[config.mk]
export PLATFORM = sky130hd
export DESIGN_NAME = line_framer_with_line_queue
export DESIGN_NICKNAME = d
export VERILOG_FILES = /design/src/rtl/core/lfq_pkg.sv /design/src/rtl/core/lfq_ctrl.sv /design/src/rtl/core/lfq_dp.sv /design/src/rtl/core/line_framer_with_line_queue.sv
export VERILOG_INCLUDE_DIRS = /design/src /design/src/rtl/core
export SDC_FILE = /design/constraint.sdc
export NUM_CORES = 2
export LEC_CHECK = 0
export BUFFER_PORTS_ARGS = -buffer_cell sky130_fd_sc_hd__buf_4
export CAP_MARGIN = 20
export CELL_PAD_IN_SITES_DETAIL_PLACEMENT = 0
export CELL_PAD_IN_SITES_GLOBAL_PLACEMENT = 1
export CORE_UTILIZATION = 45
export CTS_CLUSTER_DIAMETER = 30
export DETAILED_ROUTE_END_ITERATION = 10
export PLACE_DENSITY = 0.69
export SLEW_MARGIN = 20
export SYNTH_ARGS = -nofsm -noshare
export SYNTH_HDL_FRONTEND = slang
export SYNTH_HIERARCHICAL = 1
export SYNTH_SLANG_ARGS = --single-unit
export TNS_END_PERCENT = 50
[constraint.sdc]
create_clock -name i_clk -period 8.2 [get_ports i_clk]
set_input_delay 0.82 -clock i_clk [delete_from_list [all_inputs] [get_ports i_clk]]
set_output_delay 0.82 -clock i_clk [all_outputs]
set_load 0.005 [all_outputs]
[src/rtl/core/line_framer_with_line_queue_assert.svh]
// Assertion macros used by the line framer datapath.
`ifndef LINE_FRAMER_WITH_LINE_QUEUE_ASSERT_SVH
`define LINE_FRAMER_WITH_LINE_QUEUE_ASSERT_SVH

// Same-cycle implication, checked outside reset.
`define LFQ_ASSERT_NOW(label, clk, rst_n, ante, cons, msg) \
    label: assert property (@(posedge clk) disable iff (!(rst_n)) (ante) |-> (cons)) \
        else $error(msg);

// Next-cycle implication, checked outside reset.
`define LFQ_ASSERT_NEXT(label, clk, rst_n, ante, cons, msg) \
    label: assert property (@(posedge clk) disable iff (!(rst_n)) (ante) |=> (cons)) \
        else $error(msg);

`endif

[src/rtl/core/lfq_pkg.sv]
// Shared constants and controller/datapath interface types for the line framer.
`timescale 1ns / 1ps
package lfq_pkg;

    localparam int LINE_MAX_DEF    = 64;
    localparam int QUEUE_DEPTH_DEF = 4;

    localparam logic [1:0] OP_RX   = 2'd0;
    localparam logic [1:0] OP_POP  = 2'd1;
    localparam logic [1:0] OP_LINK = 2'd2;
    localparam logic [1:0] OP_NOP  = 2'd3;

    localparam logic [1:0] KIND_BYTE = 2'd0;
    localparam logic [1:0] KIND_ZERO = 2'd1;
    localparam logic [1:0] KIND_NONE = 2'd2;
    localparam logic [1:0] KIND_DOWN = 2'd3;

    localparam logic [7:0] BYTE_NL = 8'h0A;
    localparam logic [7:0] BYTE_CR = 8'h0D;

    typedef struct packed {
        logic rx;           // receive byte item accepted
        logic link;         // link-down item accepted
        logic pop_accept;   // pop item accepted, latch capacity
        logic take_line;    // remove oldest line, latch its length
        logic emit_status;  // emit no-line / link-down result
        logic emit_zero;    // emit zero-length result
        logic emit_byte;    // emit one line byte
    } t_cmd;

    typedef struct packed {
        logic empty;        // no line queued
        logic len_zero;     // popped line truncated to nothing
        logic byte_last;    // current byte is the final one
        logic out_free;     // output register can take a result
    } t_sts;

endpackage

[src/rtl/core/lfq_ctrl.sv]
// Controller state machine: item acceptance and pop sequencing.
`timescale 1ns / 1ps
module lfq_ctrl (
    input  logic          i_clk,
    input  logic          i_rst_n,
    input  logic          i_in_valid,
    input  logic [1:0]    i_op,
    output logic          o_in_ready,
    input  lfq_pkg::t_sts i_sts,
    output lfq_pkg::t_cmd o_cmd
);
    import lfq_pkg::*;

    localparam logic [1:0] ST_IDLE  = 2'd0;
    localparam logic [1:0] ST_START = 2'd1;
    localparam logic [1:0] ST_BYTES = 2'd2;

    logic [1:0] r_state;
    logic [1:0] n_state;
    logic       w_accept;

    assign o_in_ready = (r_state == ST_IDLE);
    assign w_accept   = o_in_ready && i_in_valid;

    always_comb begin
        n_state = r_state;
        o_cmd   = '0;
        case (r_state)
            ST_IDLE: begin
                if (w_accept) begin
                    case (i_op)
                        OP_RX:   o_cmd.rx = 1'b1;
                        OP_LINK: o_cmd.link = 1'b1;
                        OP_POP: begin
                            o_cmd.pop_accept = 1'b1;
                            n_state = ST_START;
                        end
                        default: ;
                    endcase
                end
            end
            ST_START: begin
                if (i_sts.empty) begin
                    if (i_sts.out_free) begin
                        o_cmd.emit_status = 1'b1;
                        n_state = ST_IDLE;
                    end
                end else begin
                    o_cmd.take_line = 1'b1;
                    n_state = ST_BYTES;
                end
            end
            ST_BYTES: begin
                if (i_sts.out_free) begin
                    if (i_sts.len_zero) begin
                        o_cmd.emit_zero = 1'b1;
                        n_state = ST_IDLE;
                    end else begin
                        o_cmd.emit_byte = 1'b1;
                        if (i_sts.byte_last) begin
                            n_state = ST_IDLE;
                        end
                    end
                end
            end
            default: n_state = ST_IDLE;
        endcase
    end

    always_ff @(posedge i_clk) begin
        if (!i_rst_n) begin
            r_state <= ST_IDLE;
        end else begin
            r_state <= n_state;
        end
    end

endmodule

[src/rtl/core/lfq_dp.sv]
// Datapath: line assembly, line memory, slot ring and output register.
`timescale 1ns / 1ps
`include "line_framer_with_line_queue_assert.svh"
module lfq_dp #(
    parameter int LINE_MAX    = lfq_pkg::LINE_MAX_DEF,
    parameter int QUEUE_DEPTH = lfq_pkg::QUEUE_DEPTH_DEF
) (
    input  logic          i_clk,
    input  logic          i_rst_n,
    input  lfq_pkg::t_cmd i_cmd,
    output lfq_pkg::t_sts o_sts,
    input  logic [7:0]    i_in_byte,
    input  logic [7:0]    i_pop_cap,
    input  logic          i_out_ready,
    output logic          o_out_valid,
    output logic [1:0]    o_kind,
    output logic [7:0]    o_out_byte,
    output logic [5:0]    o_line_length,
    output logic          o_last,
    output logic [2:0]    o_lines_queued
);
    import lfq_pkg::*;

    localparam int LINE_CAP  = LINE_MAX - 1;
    localparam int POS_W     = $clog2(LINE_MAX);
    localparam int SLOT_W    = $clog2(QUEUE_DEPTH + 1);
    localparam int CNT_W     = SLOT_W;
    localparam int ADDR_W    = SLOT_W + POS_W;
    localparam int MEM_DEPTH = (QUEUE_DEPTH + 1) * (2 ** POS_W);
    localparam int LEN_DEPTH = QUEUE_DEPTH + 1;

    // Line bytes, one row per slot; the ring has one spare slot for assembly.
    logic [7:0]        r_line_mem [MEM_DEPTH];
    logic [POS_W-1:0]  r_len_mem  [LEN_DEPTH];
    logic [7:0]        r_rd_byte;
    logic [POS_W-1:0]  r_rd_len;

    logic [POS_W-1:0]  r_pos;
    logic              r_over;
    logic [SLOT_W-1:0] r_wr_slot;
    logic [SLOT_W-1:0] r_rd_slot;
    logic [CNT_W-1:0]  r_count;
    logic              r_fault;

    logic [SLOT_W-1:0] r_cur_slot;
    logic [SLOT_W-1:0] n_cur_slot;
    logic [POS_W-1:0]  r_idx;
    logic [POS_W-1:0]  n_idx;
    logic [POS_W-1:0]  r_len;
    logic [7:0]        r_cap;

    logic              r_out_valid;
    logic [1:0]        r_kind;
    logic [7:0]        r_obyte;
    logic [5:0]        r_olen;
    logic              r_olast;
    logic [2:0]        r_oqueued;

    logic              w_is_nl;
    logic              w_is_cr;
    logic              w_store;
    logic              w_close_ok;
    logic [7:0]        w_len8;
    logic [7:0]        w_eff8;
    logic              w_emit;

    assign w_is_nl    = (i_in_byte == BYTE_NL);
    assign w_is_cr    = (i_in_byte == BYTE_CR);
    assign w_store    = i_cmd.rx && !w_is_nl && !w_is_cr && (r_pos < POS_W'(LINE_CAP));
    assign w_close_ok = (r_pos != '0) && !r_over && (r_count < CNT_W'(QUEUE_DEPTH));

    // Truncate to capacity-1 when a capacity is given.
    assign w_len8 = 8'(r_rd_len);
    assign w_eff8 = ((r_cap != 8'd0) && (w_len8 >= r_cap)) ? (r_cap - 8'd1) : w_len8;

    assign w_emit = i_cmd.emit_status || i_cmd.emit_zero || i_cmd.emit_byte;

    assign n_cur_slot = i_cmd.take_line ? r_rd_slot : r_cur_slot;
    assign n_idx      = i_cmd.take_line ? '0
                      : (i_cmd.emit_byte ? (r_idx + POS_W'(1)) : r_idx);

    assign o_sts.empty     = (r_count == '0);
    assign o_sts.len_zero  = (r_len == '0);
    assign o_sts.byte_last = (({1'b0, r_idx} + (POS_W + 1)'(1)) == {1'b0, r_len});
    assign o_sts.out_free  = !r_out_valid || i_out_ready;

    // Line memory: one write port for assembly, one registered read port for pop.
    always_ff @(posedge i_clk) begin
        if (w_store) begin
            r_line_mem[{r_wr_slot, r_pos}] <= i_in_byte;
        end
        r_rd_byte <= r_line_mem[ADDR_W'({n_cur_slot, n_idx})];
    end

    always_ff @(posedge i_clk) begin
        if (i_cmd.rx && w_is_nl && w_close_ok) begin
            r_len_mem[r_wr_slot] <= r_pos;
        end
        r_rd_len <= r_len_mem[r_rd_slot];
    end

    always_ff @(posedge i_clk) begin
        if (!i_rst_n) begin
            r_pos     <= '0;
            r_over    <= 1'b0;
            r_wr_slot <= '0;
            r_rd_slot <= '0;
            r_count   <= '0;
            r_fault   <= 1'b0;
        end else begin
            if (i_cmd.rx) begin
                if (w_is_nl) begin
                    if (w_close_ok) begin
                        r_wr_slot <= (r_wr_slot == SLOT_W'(QUEUE_DEPTH)) ? '0
                                   : r_wr_slot + SLOT_W'(1);
                        r_count   <= r_count + CNT_W'(1);
                    end
                    r_pos  <= '0;
                    r_over <= 1'b0;
                end else if (!w_is_cr) begin
                    if (w_store) begin
                        r_pos <= r_pos + POS_W'(1);
                    end else begin
                        r_over <= 1'b1;
                    end
                end
            end
            if (i_cmd.link) begin
                r_fault <= 1'b1;
            end
            if (i_cmd.take_line) begin
                r_rd_slot <= (r_rd_slot == SLOT_W'(QUEUE_DEPTH)) ? '0
                           : r_rd_slot + SLOT_W'(1);
                r_count   <= r_count - CNT_W'(1);
            end
        end
    end

    always_ff @(posedge i_clk) begin
        r_cur_slot <= n_cur_slot;
        r_idx      <= n_idx;
        if (i_cmd.pop_accept) begin
            r_cap <= i_pop_cap;
        end
        if (i_cmd.take_line) begin
            r_len <= POS_W'(w_eff8);
        end
    end

    // Output register.
    always_ff @(posedge i_clk) begin
        if (!i_rst_n) begin
            r_out_valid <= 1'b0;
        end else if (w_emit) begin
            r_out_valid <= 1'b1;
        end else if (i_out_ready) begin
            r_out_valid <= 1'b0;
        end
    end

    always_ff @(posedge i_clk) begin
        if (i_cmd.emit_status) begin
            r_kind    <= r_fault ? KIND_DOWN : KIND_NONE;
            r_obyte   <= 8'd0;
            r_olen    <= 6'd0;
            r_olast   <= 1'b1;
            r_oqueued <= 3'd0;
        end else if (i_cmd.emit_zero) begin
            r_kind    <= KIND_ZERO;
            r_obyte   <= 8'd0;
            r_olen    <= 6'd0;
            r_olast   <= 1'b1;
            r_oqueued <= 3'(r_count);
        end else if (i_cmd.emit_byte) begin
            r_kind    <= KIND_BYTE;
            r_obyte   <= r_rd_byte;
            r_olen    <= 6'(r_len);
            r_olast   <= o_sts.byte_last;
            r_oqueued <= 3'(r_count);
        end
    end

    assign o_out_valid    = r_out_valid;
    assign o_kind         = r_kind;
    assign o_out_byte     = r_obyte;
    assign o_line_length  = r_olen;
    assign o_last         = r_olast;
    assign o_lines_queued = r_oqueued;

    `LFQ_ASSERT_NOW(a_count_bound, i_clk, i_rst_n, 1'b1, r_count <= CNT_W'(QUEUE_DEPTH), "queue count over depth")
    `LFQ_ASSERT_NOW(a_ring_slots, i_clk, i_rst_n, r_count != '0, r_wr_slot != r_rd_slot, "assembly slot overlaps a queued line")
    `LFQ_ASSERT_NOW(a_emit_free, i_clk, i_rst_n, w_emit, o_sts.out_free, "result emitted over a held result")
    `LFQ_ASSERT_NOW(a_idx_range, i_clk, i_rst_n, i_cmd.emit_byte, r_idx < r_len, "byte read past line length")

endmodule

[src/rtl/core/line_framer_with_line_queue.sv]
// Top level of the newline-delimited line framer with its queue of lines.
`timescale 1ns / 1ps
// Splits a received byte stream into lines at newline and queues up to QUEUE_DEPTH of them.
// Carriage returns are dropped; a line keeps at most LINE_MAX-1 bytes and a longer one is
// dropped at its newline, as are empty lines and lines closed while the queue is full.
// A receive or link-down item is handled in its accept cycle. A pop item is accepted, then
// the oldest line is looked up and one result is emitted per cycle while the output is
// free: its bytes, or a zero-length result; a pop on an empty queue emits its status in
// place of the lookup. The line memory's single registered read port sets that pace. One
// item is worked on at a time: no new item is accepted until a pop has handed all of its
// results to the output register. The line memory holds QUEUE_DEPTH+1 rows so a line can be
// assembled in place while the queue is full; it needs no clearing pass after reset.
module line_framer_with_line_queue #(
    parameter int LINE_MAX    = lfq_pkg::LINE_MAX_DEF,    // 2 .. 64
    parameter int QUEUE_DEPTH = lfq_pkg::QUEUE_DEPTH_DEF  // 1 .. 8
) (
    input  logic        i_clk,
    input  logic        i_rst_n,
    input  logic        s_axis_tvalid,
    output logic        s_axis_tready,
    input  logic [23:0] s_axis_tdata,   // [1:0] op, [9:2] in_byte, [17:10] pop_capacity
    output logic        m_axis_tvalid,
    input  logic        m_axis_tready,
    output logic [23:0] m_axis_tdata,   // [7:0] out_byte, [13:8] line_length,
                                        // [16:14] lines_queued
    output logic [1:0]  m_axis_tuser,   // [1:0] kind
    output logic        m_axis_tlast
);
    import lfq_pkg::*;

    t_cmd       w_cmd;
    t_sts       w_sts;
    logic [7:0] w_out_byte;
    logic [5:0] w_line_length;
    logic [2:0] w_lines_queued;

    // Sequence item acceptance and pop steps.
    lfq_ctrl u_ctrl (
        .i_clk      (i_clk),
        .i_rst_n    (i_rst_n),
        .i_in_valid (s_axis_tvalid),
        .i_op       (s_axis_tdata[1:0]),
        .o_in_ready (s_axis_tready),
        .i_sts      (w_sts),
        .o_cmd      (w_cmd)
    );

    // Hold assembly state, line memory, slot ring and the output register.
    lfq_dp #(
        .LINE_MAX    (LINE_MAX),
        .QUEUE_DEPTH (QUEUE_DEPTH)
    ) u_dp (
        .i_clk          (i_clk),
        .i_rst_n        (i_rst_n),
        .i_cmd          (w_cmd),
        .o_sts          (w_sts),
        .i_in_byte      (s_axis_tdata[9:2]),
        .i_pop_cap      (s_axis_tdata[17:10]),
        .i_out_ready    (m_axis_tready),
        .o_out_valid    (m_axis_tvalid),
        .o_kind         (m_axis_tuser),
        .o_out_byte     (w_out_byte),
        .o_line_length  (w_line_length),
        .o_last         (m_axis_tlast),
        .o_lines_queued (w_lines_queued)
    );

    // Pack result fields, zero-fill the top seven bits.
    assign m_axis_tdata = {7'd0, w_lines_queued, w_line_length, w_out_byte};

endmodule

==> flow_metrics.env <==
export IMPL_drive_gt1_share_pct=19.9
export IMPL_place_ws_ns=1.91
export IMPL_synth_edff_count=2606
export IMPL_start_util_pct=45.3
export IMPL_nFillCells=18200
export IMPL_synth_fa_ha_area_share_pct=0.221
export IMPL_ant_nets=0
export IMPL_grt_start_max_net_pins=197
export IMPL_dieArea_um2=236000
export IMPL_num_vias=64500
export IMPL_cts_tree="yes"
export IMPL_gp_congestion=0.900
export IMPL_clock_sinks=2667
export IMPL_avgSynthCellArea_um2=16.3
export IMPL_core_um2=233000
export IMPL_die_x_um=486
export IMPL_slew_viol_final=0
export IMPL_first_pass_iters=8
export IMPL_grt_overflow=0
export IMPL_antenna_found_initial=29
export IMPL_vdd_ir_drop_max_uv=220
export IMPL_fin_crit_sh_pct=79.0
export IMPL_cts_hold_buf=0
export IMPL_drt_iter0_drc=9774
export IMPL_async_reset_ff_share_pct=0
export IMPL_die_h_um=486
export IMPL_cts_setup_buffers=0
export IMPL_grtUsageTotal_pct=28.5
export IMPL_cts_made_buffers=530
export IMPL_worstPathRequired_ns=9.02
export IMPL_cp_end_kind="flip-flop"
export IMPL_fin_nets=6870
export IMPL_grt_pass1_vias=61900
export IMPL_synth_seq_cells=2667
export IMPL_crit_path_max_fanout=113
export IMPL_ys_seq_area_share_pct=75.4
export IMPL_synth_compound_area_share_pct=5.26
export IMPL_synth_xor_area_share_pct=0.167
export IMPL_setup_viol_count_final=0
export IMPL_crit_arrival_ns=7.30
export IMPL_rsz0062_at_grt="no"
export IMPL_ys_flop_type="edfxtp_1"
export IMPL_post_route_worst_setup_slack_ns=1.72
export IMPL_mappedNetlistArea_um2=105000
export IMPL_yosys_warnings=6
export IMPL_cts_repair_resized=0
export IMPL_htree_levels=6
export IMPL_cts_buffer_depth=4
export IMPL_synthToLayoutAreaGrowth_pct=20.3
export IMPL_synth_top_family_by_area="multiplexers"
export IMPL_grt_pass1_wl_um=474000
export IMPL_synth_area_mux_share_pct=9.05
export IMPL_clk_latency_ns=0.94
export IMPL_synthSimpleGateAreaFrac_pct=7.75
export IMPL_relSlewSlack_pct=14.2
export IMPL_cp_start_kind="flip-flop"
export IMPL_io_pins=57
export IMPL_p_per_area_nw_per_um2=289
export IMPL_status="finished, final reports clean"
export IMPL_vias_per_cell=6.22
export IMPL_syn_inst=6470
export IMPL_critical_path_class="flip-flop to flip-flop"
export IMPL_fmax_ghz=0.154
export IMPL_wl_um=341000
export IMPL_portBuffers=43
export IMPL_cts_root_buf="clkbuf_16"
export IMPL_multi_input_area_um2=24100
export IMPL_synth_cell_types=86
export IMPL_fin_setup_tns_ns=0
export IMPL_drc_errors=0
export IMPL_timing_final_crit_period_ns=6.48
export IMPL_wl_per_cell_um=33.0
export IMPL_floorplan_rows=177
export IMPL_p_leak_nw=42.4
export IMPL_drv_cap=0
export IMPL_hold_path_class="input port to flip-flop"
export IMPL_hold_violations=0
export IMPL_worst_slew_pin_slew_ns=1.28
export IMPL_regArea_um2=79500
export IMPL_fin_skew_ns=0.0554
export IMPL_place_hpwl_um=194000
export IMPL_clk_pin_slew_ns=0.05
## Yosys cell counts, types with 5 or more instances
| library cell | instances | area share, % |
|---|---|---|
| o31ai_1 | 7 | 0.050 |
| buf_6 | 21 | 0.22 |
| a22o_1 | 5 | 0.042 |
| nor2_1 | 416 | 1.5 |
| a32oi_1 | 11 | 0.091 |
| xnor2_1 | 9 | 0.075 |
| nand2_1 | 966 | 3.4 |
| o211ai_1 | 32 | 0.23 |
| a211oi_1 | 56 | 0.40 |
| nand3_1 | 403 | 1.9 |
| mux2i_1 | 166 | 1.6 |
| o21ai_0 | 88 | 0.42 |
| a221oi_1 | 27 | 0.22 |
| and3_1 | 28 | 0.17 |
| a22oi_1 | 49 | 0.35 |
| a31oi_1 | 120 | 0.71 |
| a41oi_1 | 5 | 0.042 |
| o22ai_1 | 49 | 0.29 |
| nor3_1 | 28 | 0.13 |
| inv_1 | 28 | 0.10 |
| clkbuf_1 | 165 | 0.59 |
| ha_1 | 17 | 0.20 |
| nor2b_1 | 10 | 0.059 |
| xor2_1 | 8 | 0.066 |
| nand4_1 | 27 | 0.16 |
| a21oi_1 | 232 | 1.1 |
| buf_4 | 44 | 0.31 |
| buf_1 | 28 | 0.10 |
| a311oi_1 | 14 | 0.12 |
| o21a_1 | 7 | 0.050 |
| dfxtp_1 | 61 | 1.2 |
| edfxtp_1 | 2606 | 74 |
| a21o_1 | 5 | 0.036 |
| nand2b_1 | 5 | 0.030 |
| nand3b_1 | 5 | 0.036 |
| a2111oi_0 | 12 | 0.10 |
| mux4_2 | 340 | 7.3 |
| o221ai_1 | 15 | 0.12 |
| buf_2 | 173 | 0.82 |
| mux2_2 | 19 | 0.20 |
| a211o_1 | 65 | 0.54 |
| nor4_1 | 21 | 0.12 |
| a21boi_0 | 5 | 0.036 |
## layout by cell type (no fill, tap or decap), types with 17 or more instances in the layout
cell type / instances
edfxtp_1: 2606
conb_1: 47
a21oi_1: 232
buf_4: 177
buf_12: 25
nor3_1: 27
clkbuf_16: 551
ha_1: 17
o21ai_0: 88
a211o_1: 65
bufinv_16: 53
mux4_2: 340
clkinv_1: 72
a31oi_1: 120
dfxtp_1: 61
nand3_1: 399
clkinv_2: 79
mux2i_1: 163
nand2_1: 953
clkinvlp_4: 54
inv_6: 19
nand4_1: 27
a221oi_1: 27
o211ai_1: 32
a22oi_1: 49
clkbuf_1: 64
nor2_1: 397
a211oi_1: 56
inv_1: 25
mux2_2: 19
and3_1: 28
o22ai_1: 49
clkinv_4: 28
## per-stage QoR
step | hold slack (ns) | area, µm² | std cells | utilization, % | power [mW]
after floorplan | 0.435 | 106000 | 6515 | - | 15.7
after global placement | 0.445 | 110000 | 9424 | 47.1 | 16.1
after detailed placement | 0.451 | 110000 | 9424 | 47.1 | 16.2
after CTS | 0.00834 | 127000 | 10400 | 54.5 | 36.8
after global routing | 0.0294 | 127000 | 10400 | 54.5 | 37.5
final | 0.0673 | 127000 | 10400 | 54.5 | 36.7
## worst max-delay path, cell delays in order (launching register included)
cell,delay (ns)
edfxtp_1,0.41
or4_1,0.54
nor3_1,0.51
nor3b_2,0.12
buf_4,0.26
mux2_8,0.62
nand2_4,0.18
buf_12,0.30
nand2_1,0.22
buf_4,0.47
a21oi_1,0.07
a2111oi_0,1.02
o31ai_1,0.30
o22ai_1,0.66
a21oi_1,0.14
o221a_1,0.29
## routing by layer
metal | vias up | global-route usage [%] | wire length [µm]
met5 | - | 0 | 189
met4 | 20 | 13.3 | 16600
met3 | 826 | 7.63 | 41800
met2 | 4223 | 42.4 | 153000
met1 | 33300 | 39.3 | 130000
li1 | 26100 | - | -
## cell type report
| class | count | area share, % |
|---|---|---|
| repair buffers | 210 | 1.54 |
| well taps | 3132 | 3.09 |
| flip-flops and latches | 2667 | 62.6 |
| clock inverters | 309 | 2.48 |
| diodes | 6 | 0.0118 |
| inverters | 33 | 0.117 |
| clock buffers | 618 | 11.1 |
| multi-input cells | 3382 | 19.0 |
## kinds of logic (layout without fill, tap and decap cells)
logic type | Yosys count | count (layout)
DFF | 2667 | 2667
and+or+nand+nor | 1934 | 1934
AOI/OAI and AO/OA | 839 | 839
muxes | 526 | 526
buffers and inverters | 466 | 1170
adders and majority gates | 18 | 18
xor gates and xnor gates | 18 | 18
other | 2 | 53
## power breakdown
group	total [mW]	switching, mW	internal, mW
sequential	15.0	0.0194	15.0
combinational	0.880	0.622	0.258
clock	20.7	6.88	13.9
total	36.7	7.52	29.1
## flip-flops by register name, indices dropped and copies added, names as in the netlist, 2 cells and up
| register | count |
|---|---|
| u_dp/r_pos | 6 |
| u_dp/r_cur_slot | 3 |
| u_dp/o_kind | 2 |
| u_dp/r_count | 3 |
| u_dp/r_len_mem | 30 |
| u_dp/r_idx | 6 |
| u_dp/o_out_byte | 8 |
| u_dp/r_cap | 8 |
| u_dp/r_rd_len | 6 |
| u_dp/r_line_mem | 2560 |
| u_dp/o_line_length | 6 |
| u_ctrl/r_state | 2 |
| u_dp/r_wr_slot | 3 |
| u_dp/r_len | 6 |
| u_dp/o_lines_queued | 3 |
| u_dp/r_rd_slot | 3 |
| u_dp/r_rd_byte | 8 |
## path summary, 6_finish.rpt
path / startpoint / end / slack [ns] / cells past startpoint
worst max-delay path: u_dp/r_len[1] / u_dp/r_rd_byte[0] / 1.72 / 15
worst min register to register: u_dp/r_fault / u_dp/r_fault / 0.46 / 1
worst min-delay path: s_axis_tdata[13] / u_dp/r_cap[3] / 0.07 / 1
worst max register to register: u_dp/r_len[1] / u_dp/r_rd_byte[0] / 1.72 / 15
Power figures use the tool's default switching activity.
